`config.mk`:
```
export PLATFORM = sky130hd
export DESIGN_NAME = input_fifo_bank_select_ready
export DESIGN_NICKNAME = d
export VERILOG_FILES = /design/src/hw/rtl/ifbs_pkg.sv /design/src/hw/rtl/ifbs_ctrl.sv /design/src/hw/rtl/ifbs_datapath.sv /design/src/hw/rtl/input_fifo_bank_select_ready.sv
export SDC_FILE = /design/constraint.sdc
export NUM_CORES = 1
export LEC_CHECK = 0
export ABC_AREA = 1
export BUFFER_PORTS_ARGS = -buffer_cell sky130_fd_sc_hd__buf_4
export CAP_MARGIN = 0
export CORE_ASPECT_RATIO = 0.7
export CORE_UTILIZATION = 59
export DETAILED_ROUTE_END_ITERATION = 6
export GPL_TIMING_DRIVEN = 0
export HOLD_SLACK_MARGIN = 0.15
export PLACE_DENSITY = 0.84
export SYNTH_ARGS = -nofsm -noshare
export SYNTH_HDL_FRONTEND = slang
export SYNTH_HIERARCHICAL = 1
export SYNTH_SLANG_ARGS = --single-unit
```
`constraint.sdc`:
```
create_clock -name clk -period 18.9 [get_ports clk]
set_input_delay 0.945 -clock clk [delete_from_list [all_inputs] [get_ports clk]]
set_output_delay 0.945 -clock clk [all_outputs]
set_load 0.03 [all_outputs]
```
`src/hw/rtl/ifbs_pkg.sv`:
```
package ifbs_pkg;

  typedef enum logic [1:0] {
    CMD_WRITE  = 2'd0,
    CMD_READ   = 2'd1,
    CMD_SELECT = 2'd2
  } cmd_t;

  typedef enum logic [1:0] {
    RK_READ  = 2'd0,
    RK_GRANT = 2'd1,
    RK_ERROR = 2'd2
  } kind_t;

  typedef enum logic [2:0] {
    ERR_NONE       = 3'd0,
    ERR_WRITE_FULL = 3'd1,
    ERR_READ_EMPTY = 3'd2,
    ERR_ZERO_MASK  = 3'd3,
    ERR_PENDING    = 3'd4
  } err_t;

  typedef enum logic [1:0] {
    ST_IDLE   = 2'd0,
    ST_READ   = 2'd1,
    ST_SEARCH = 2'd2
  } state_t;

  typedef struct packed {
    logic push;
    logic pop;
    logic set_pending;
    logic grant;
    logic emit_read;
    logic emit_err;
    err_t err;
  } ctl_t;

  typedef struct packed {
    logic full;
    logic empty;
    logic mask_zero;
    logic pending;
  } stat_t;

endpackage

```
`src/hw/rtl/ifbs_ctrl.sv`:
```
module ifbs_ctrl
  import ifbs_pkg::*;
(
  input  logic       clk,
  input  logic       rst_n,
  input  logic       start,
  input  logic [1:0] in_command,
  input  stat_t      stat,
  output ctl_t       ctl,
  output logic       busy
);

  state_t state_r;
  state_t state_nxt;

  always_ff @(posedge clk) begin
    if (!rst_n) begin
      state_r <= ST_IDLE;
    end else begin
      state_r <= state_nxt;
    end
  end

  always_comb begin
    state_nxt = state_r;
    case (state_r)
      ST_IDLE: begin
        if (start) begin
          case (in_command)
            CMD_WRITE: begin
              if (!stat.full) state_nxt = ST_SEARCH;
            end
            CMD_READ: begin
              if (!stat.empty) state_nxt = ST_READ;
            end
            CMD_SELECT: begin
              if (!stat.mask_zero && !stat.pending) state_nxt = ST_SEARCH;
            end
            default: state_nxt = ST_IDLE;
          endcase
        end
      end
      ST_READ:   state_nxt = ST_IDLE;
      ST_SEARCH: state_nxt = ST_IDLE;
      default:   state_nxt = ST_IDLE;
    endcase
  end

  always_comb begin
    ctl = '0;
    ctl.err = ERR_NONE;
    case (state_r)
      ST_IDLE: begin
        if (start) begin
          case (in_command)
            CMD_WRITE: begin
              if (stat.full) begin
                ctl.emit_err = 1'b1;
                ctl.err = ERR_WRITE_FULL;
              end else begin
                ctl.push = 1'b1;
              end
            end
            CMD_READ: begin
              if (stat.empty) begin
                ctl.emit_err = 1'b1;
                ctl.err = ERR_READ_EMPTY;
              end else begin
                ctl.pop = 1'b1;
              end
            end
            CMD_SELECT: begin
              if (stat.mask_zero) begin
                ctl.emit_err = 1'b1;
                ctl.err = ERR_ZERO_MASK;
              end else if (stat.pending) begin
                ctl.emit_err = 1'b1;
                ctl.err = ERR_PENDING;
              end else begin
                ctl.set_pending = 1'b1;
              end
            end
            default: ctl.emit_err = 1'b0;
          endcase
        end
      end
      ST_READ:   ctl.emit_read = 1'b1;
      ST_SEARCH: ctl.grant = 1'b1;
      default:   ctl.emit_err = 1'b0;
    endcase
  end

  assign busy = (state_r != ST_IDLE);

  a_read_after_pop: assert property (@(posedge clk) disable iff (!rst_n)
    state_r == ST_READ |-> $past(ctl.pop))
    else $error("read state without pop");

  a_search_after_update: assert property (@(posedge clk) disable iff (!rst_n)
    state_r == ST_SEARCH |-> $past(ctl.push || ctl.set_pending))
    else $error("search without push or select");

  a_no_accept_when_busy: assert property (@(posedge clk) disable iff (!rst_n)
    busy |-> !(ctl.push || ctl.pop || ctl.set_pending || ctl.emit_err))
    else $error("item decoded while busy");

endmodule

```
`src/hw/rtl/ifbs_datapath.sv`:
```
module ifbs_datapath
  import ifbs_pkg::*;
#(
  parameter int NUM_FIFOS  = 4,
  parameter int FIFO_DEPTH = 4,
  parameter int WORD_BITS  = 32
) (
  input  logic        clk,
  input  logic        rst_n,
  input  ctl_t        ctl,
  input  logic [1:0]  in_fifo_index,
  input  logic [31:0] in_write_data,
  input  logic [3:0]  in_channel_mask,
  output stat_t       stat,
  output logic        out_strobe,
  output logic [1:0]  out_result_kind,
  output logic [31:0] out_read_data,
  output logic [1:0]  out_granted_channel,
  output logic [2:0]  out_error_code
);

  localparam int CW   = (NUM_FIFOS > 1) ? $clog2(NUM_FIFOS) : 1;
  localparam int PW   = (FIFO_DEPTH > 1) ? $clog2(FIFO_DEPTH) : 1;
  localparam int CNTW = $clog2(FIFO_DEPTH + 1);

  logic [WORD_BITS-1:0] mem [NUM_FIFOS][FIFO_DEPTH];
  logic [WORD_BITS-1:0] rd_q_r;

  logic [PW-1:0]   head_r [NUM_FIFOS];
  logic [PW-1:0]   tail_r [NUM_FIFOS];
  logic [CNTW-1:0] fill_r [NUM_FIFOS];
  logic [CW-1:0]   last_r;
  logic [NUM_FIFOS-1:0] pending_r;

  logic        out_strobe_r;
  logic [1:0]  out_kind_r;
  logic [31:0] out_data_r;
  logic [1:0]  out_chan_r;
  logic [2:0]  out_err_r;

  logic                 idx_ok;
  logic [CW-1:0]        idx;
  logic [NUM_FIFOS-1:0] mask_v;
  logic [NUM_FIFOS-1:0] req;
  logic                 found;
  logic [CW-1:0]        found_ch;
  logic [CW:0]          sum;

  assign idx_ok = (32'(in_fifo_index) < NUM_FIFOS);
  assign idx    = CW'(in_fifo_index);

  always_comb begin
    for (int c = 0; c < NUM_FIFOS; c++) begin
      mask_v[c] = (c < 4) ? in_channel_mask[c % 4] : 1'b0;
      req[c]    = pending_r[c] && (fill_r[c] != '0);
    end
  end

  always_comb begin
    stat.full      = !idx_ok || (fill_r[idx] == CNTW'(FIFO_DEPTH));
    stat.empty     = !idx_ok || (fill_r[idx] == '0);
    stat.mask_zero = (mask_v == '0);
    stat.pending   = (pending_r != '0);
  end

  // round-robin: lowest offset after last_r wins
  always_comb begin
    found    = 1'b0;
    found_ch = '0;
    sum      = '0;
    for (int k = NUM_FIFOS; k >= 1; k--) begin
      sum = {1'b0, last_r} + (CW+1)'(k);
      if (sum >= (CW+1)'(NUM_FIFOS)) sum = sum - (CW+1)'(NUM_FIFOS);
      if (req[sum[CW-1:0]]) begin
        found    = 1'b1;
        found_ch = sum[CW-1:0];
      end
    end
  end

  always_ff @(posedge clk) begin
    if (ctl.push) mem[idx][tail_r[idx]] <= WORD_BITS'(in_write_data);
    if (ctl.pop)  rd_q_r <= mem[idx][head_r[idx]];
  end

  always_ff @(posedge clk) begin
    if (!rst_n) begin
      for (int c = 0; c < NUM_FIFOS; c++) begin
        head_r[c] <= '0;
        tail_r[c] <= '0;
        fill_r[c] <= '0;
      end
      last_r    <= '0;
      pending_r <= '0;
    end else begin
      if (ctl.push) begin
        tail_r[idx] <= (tail_r[idx] == PW'(FIFO_DEPTH - 1)) ? '0 : tail_r[idx] + 1'b1;
        fill_r[idx] <= fill_r[idx] + 1'b1;
      end
      if (ctl.pop) begin
        head_r[idx] <= (head_r[idx] == PW'(FIFO_DEPTH - 1)) ? '0 : head_r[idx] + 1'b1;
        fill_r[idx] <= fill_r[idx] - 1'b1;
      end
      if (ctl.set_pending) pending_r <= mask_v;
      if (ctl.grant && found) begin
        last_r    <= found_ch;
        pending_r <= '0;
      end
    end
  end

  always_ff @(posedge clk) begin
    if (!rst_n) begin
      out_strobe_r <= 1'b0;
    end else begin
      out_strobe_r <= ctl.emit_err || ctl.emit_read || (ctl.grant && found);
    end
  end

  always_ff @(posedge clk) begin
    if (ctl.emit_err) begin
      out_kind_r <= RK_ERROR;
      out_data_r <= '0;
      out_chan_r <= '0;
      out_err_r  <= ctl.err;
    end else if (ctl.emit_read) begin
      out_kind_r <= RK_READ;
      out_data_r <= 32'(rd_q_r);
      out_chan_r <= '0;
      out_err_r  <= ERR_NONE;
    end else if (ctl.grant && found) begin
      out_kind_r <= RK_GRANT;
      out_data_r <= '0;
      out_chan_r <= 2'(found_ch);
      out_err_r  <= ERR_NONE;
    end
  end

  assign out_strobe          = out_strobe_r;
  assign out_result_kind     = out_kind_r;
  assign out_read_data       = out_data_r;
  assign out_granted_channel = out_chan_r;
  assign out_error_code      = out_err_r;

  a_pop_not_empty: assert property (@(posedge clk) disable iff (!rst_n)
    ctl.pop |-> !stat.empty)
    else $error("pop of empty fifo");

  a_push_not_full: assert property (@(posedge clk) disable iff (!rst_n)
    ctl.push |-> !stat.full)
    else $error("push into full fifo");

  a_grant_clears_pending: assert property (@(posedge clk) disable iff (!rst_n)
    (ctl.grant && found) |=> (pending_r == '0) && out_strobe_r
      && (out_kind_r == RK_GRANT))
    else $error("grant did not clear pending select");

endmodule

```
`src/hw/rtl/input_fifo_bank_select_ready.sv`:
```
// Channel   Ports                                           Handshake
// in        in_command in_fifo_index in_write_data          start, busy
//           in_channel_mask
// out       out_result_kind out_read_data                   out_strobe
//           out_granted_channel out_error_code
//
// Error results show the cycle after start; unused commands give no result.
// Reads pass the registered read port of the word memory and then the output
// register. Good writes and good selects run the round-robin search after the
// pointer update and give a grant only when it finds a channel. busy is high
// in the read and search states. Synchronous active-low reset clears pointers,
// counts and any pending select; no clearing pass. Results are never stalled.
module input_fifo_bank_select_ready
  import ifbs_pkg::*;
#(
  parameter int NUM_FIFOS  = 4,
  parameter int FIFO_DEPTH = 4,
  parameter int WORD_BITS  = 32
) (
  input  logic        clk,
  input  logic        rst_n,
  input  logic        start,
  output logic        busy,
  input  logic [1:0]  in_command,
  input  logic [1:0]  in_fifo_index,
  input  logic [31:0] in_write_data,
  input  logic [3:0]  in_channel_mask,
  output logic        out_strobe,
  output logic [1:0]  out_result_kind,
  output logic [31:0] out_read_data,
  output logic [1:0]  out_granted_channel,
  output logic [2:0]  out_error_code
);

  ctl_t  ctl;
  stat_t stat;

  ifbs_ctrl u_ctrl (
    .clk        (clk),
    .rst_n      (rst_n),
    .start      (start),
    .in_command (in_command),
    .stat       (stat),
    .ctl        (ctl),
    .busy       (busy)
  );

  ifbs_datapath #(
    .NUM_FIFOS  (NUM_FIFOS),
    .FIFO_DEPTH (FIFO_DEPTH),
    .WORD_BITS  (WORD_BITS)
  ) u_datapath (
    .clk                 (clk),
    .rst_n               (rst_n),
    .ctl                 (ctl),
    .in_fifo_index       (in_fifo_index),
    .in_write_data       (in_write_data),
    .in_channel_mask     (in_channel_mask),
    .stat                (stat),
    .out_strobe          (out_strobe),
    .out_result_kind     (out_result_kind),
    .out_read_data       (out_read_data),
    .out_granted_channel (out_granted_channel),
    .out_error_code      (out_error_code)
  );

endmodule

```
==> impl_metrics.py <==
metrics = {
    "finish": {
        "final_cell_mix": "575 x edfxtp_1, 490 x nand2_1, 116 x nand3_1",
        "nets": 1948,
        "fillers": 2339,
        "drive_gt1_share_pct": 12.6,
        "final_common_cell": "edfxtp_1",
        "area_growth_pct": 14.6,
    },
    "drt": {
        "wl_per_cell_um": 26.1,
        "vias": 15913,
        "drc": 1,
        "drt_pass1_iterations": 7,
        "viasPerCell": 6.44,
        "wl_um": 64400,
        "drtIter0Drc": 2586,
        "antenna_left": 0,
    },
    "placement": {
        "place_hpwl_um": 39800,
        "globalplace.congestion": 0.889,
        "dp_slack_ns": 12.93,
        "io_buffers": 83,
    },
    "power_and_ir_drop": {
        "ir_worst_vdd_uv": 80.3,
        "p_sw_w": 0.000670,
        "swShare_pct": 23.7,
        "p_comb_share_pct": 8.7,
        "internal-power_w": 0.00215,
        "leakagePower_nw": 9.62,
        "pwr-share-clk_pct": 36.7,
        "pwr-share-seq_pct": 54.6,
        "p_per_area_nw_per_um2": 105,
    },
    "cts": {
        "post-cts-setup-buffers": 0,
        "worst_setup_hold_path_clk_slew_ns": 0.06,
        "clock_sinks": 620,
        "cts_tree": "built",
        "cts-buffers-inserted": 53,
        "clock_latency_ns": 0.60,
        "cts.htree.levels": 2,
        "cts-root-buf": "clkbuf_16",
        "cts_buffer_depth": 3,
        "ctsResizeCount": 0,
        "ctsHoldBuffers": 0,
    },
    "floorplan": {
        "rows": 60,
        "die_w_um": 241,
        "pin_count": 84,
        "core_um2": 38800,
        "dieArea_um2": 40700,
        "start_util_pct": 60.6,
        "die_h_um": 169,
    },
    "global_routing": {
        "grt_use_total_pct": 32.0,
        "grt_pass1_vias": 15394,
        "overflow": 0,
        "grt_pass1_wl_um": 93500,
        "grt_max_degree": 25,
        "antenna_found_initial": 1,
    },
    "worst_setup_path": {
        "cp_data_required_time_ns": 19.19,
        "worstPathMaxFanout": 17,
        "worstSetupEndpointType": "flop",
        "crit_path_cell_trace": "buf_4 > nand2_1 > inv_2 > buf_2 > buf_1 > nand2_1 > nand4_1 > nor2_1 > nor4_1 > nand2_1 > nor2_4 > buf_16",
        "reg2reg_from": "u_datapath/fill_r[1][2]",
        "path_common_cell": "nand2_1",
        "start_kind": "primary input",
        "arrival_ns": 6.11,
        "reg2regPathDepth": 10,
        "cpPeakStageDelay_ns": 1.07,
        "r2r_setup_slack_ns": 14.84,
        "startpoint": "in_fifo_index[0]",
        "cp_slowest_cell": "nor4_1",
        "critical_path_class": "primary input to flop",
        "r2r_end": "u_datapath/mem[0][90]",
    },
    "synthesis": {
        "synth-seq-cells": 620,
        "yosysWarnings": 6,
        "synth_area_um2": 23500,
        "synthDominantCellAreaShare_pct": 73.4,
        "netlist_top_cells_area": "edfxtp_1 73%, nand2_1 7.8%, dfxtp_1 3.8%",
        "async_flop_share_pct": 0,
        "syn_area_per_cell_um2": 13.5,
        "seq_area_frac_synth_pct": 77.3,
        "yosys.area.top_type": "edfxtp_1",
        "synthCells": 1741,
        "syn_nets": 1789,
        "synth-edff-count": 575,
        "ys_types": 35,
        "dominantRegCellSynth": "edfxtp_1",
    },
    "sta": {
        "period_share_pct": 30.8,
        "skew_ns": 0.0137,
        "period_needed_ns": 5.82,
        "setup_tns_ns": 0,
        "clock.fmax_ghz": 0.172,
        "setup_viol": 0,
        "slew_headroom_pct": 9.65,
        "slew_violations": 0,
        "grt_setup_unrepaired": "no",
        "setup_ws_ns": 13.08,
        "hold_viol": 0,
        "worstMarginPinSlew_ns": 1.34,
    },
    "worst_hold_path": {
        "holdPathStages": 2,
        "holdCritPathClass": "flop to flop",
        "worstHoldEndpoint": "u_datapath/out_read_data[26]",
        "holdCritStartpoint": "u_datapath/out_read_data[26]",
    },
    "status": {
        "status": "complete, but fails checks",
        "violations": "DRC",
    },
    "flow_run": {
        "drv_cap": 0,
    },
}
==> sequential cells by signal, summed over array words and instances (netlist names) <==
name	count
u_datapath/mem	512
u_datapath/out_read_data	32
u_datapath/rd_q_r	32
u_datapath/fill_r	12
u_datapath/head_r	8
u_datapath/tail_r	8
u_datapath/pending_r	4
u_datapath/out_error_code	3
u_ctrl/state_r	2
u_datapath/last_r	2
u_datapath/out_granted_channel	2
u_datapath/out_result_kind	2
u_datapath/out_strobe	1
==> logic make-up after synthesis <==
| logic type | after synthesis | synth area share, % |
|---|---|---|
| and+or+nand+nor | 694 | 12.1 |
| DFF | 620 | 77.3 |
| AOI/OAI and AO/OA | 275 | 7.70 |
| buffers and inverters | 141 | 2.46 |
| adders and majority gates | 5 | 0.298 |
| xor gates and xnor gates | 4 | 0.149 |
| muxes | 2 | 0.0851 |
==> worst max-delay path by stage <==
stage | cells past startpoint | slack (ns) | endpoint
2_1_floorplan | 15 | 11.76 | u_datapath/fill_r[1][2]
3_3_place_gp | 16 | 7.50 | u_datapath/fill_r[2][2]
3_5_place_dp | 12 | 12.93 | u_datapath/mem[2][79]
4_1_cts | 12 | 13.50 | u_datapath/mem[0][88]
5_1_grt | 12 | 13.06 | u_datapath/mem[0][83]
6_report | 12 | 13.08 | u_datapath/mem[0][90]
==> worst max-delay path: cells and delay by family <==
kind,cells,cell delay [ns]
and+or+nand+nor,7,3.15
buffers and inverters,5,1.96
==> stage by stage <==
step	instances	utilization, %	instance area (um^2)	hold slack, ns	total power, W
2_1_floorplan	1741	-	23500	0.449	0.00170
3_3_place_gp	2351	63.9	24800	0.431	0.00179
3_5_place_dp	2372	65.3	25300	0.438	0.00180
4_1_cts	2470	69.4	26900	0.453	0.00282
5_1_grt	2470	69.4	26900	0.465	0.00289
6_report	2471	69.4	26900	0.451	0.00282
==> cell type report <==
cell class                      count  area [um^2]  area share, %
Tap cell                          527          659           2.45
Antenna cell                        1         2.50        0.00929
Clock buffer                       73         1460           5.43
Inverter                           50          188          0.697
Clock inverter                     25          150          0.557
Sequential cell                   620        18200           67.4
Multi-Input combinational cell    980         4900           18.2
Buffer                             91          390           1.45
Timing Repair Buffer              104         1020           3.79
==> layer usage <==
| metal | vias up | part of all wire [%] | GRT usage, % |
|---|---|---|---|
| li1 | 6685 | - | - |
| met1 | 7656 | 35 | 43.2 |
| met2 | 1322 | 45 | 49.0 |
| met3 | 250 | 15 | 8.64 |
| met4 | 0 | 4.9 | 14.5 |
| met5 | - | 0 | 0 |
==> cells in the mapped netlist (all sizes together) (3+ instances only) <==
cell type and n:
nand3 118, nor2 66, clkbuf 43, o22ai 3, nor4 3, ha 4
a22oi 71, a221oi 63, dfxtp 45, o21ai 65, nand2 491, inv 50
xor2 3, buf 48, nand4 7, a21oi 73, nor3 6, edfxtp 575
==> power groups by stage <==
stage / Combinational, W / Sequential [W] / Clock, W
floorplan: 0.0000962 / 0.00160 / 0
global placement: 0.000221 / 0.00157 / 0
detailed placement: 0.000233 / 0.00157 / 0
CTS: 0.000237 / 0.00154 / 0.00104
global route: 0.000258 / 0.00154 / 0.00109
finish: 0.000245 / 0.00154 / 0.00104
No activity file was read; power rests on OpenSTA's default activity.
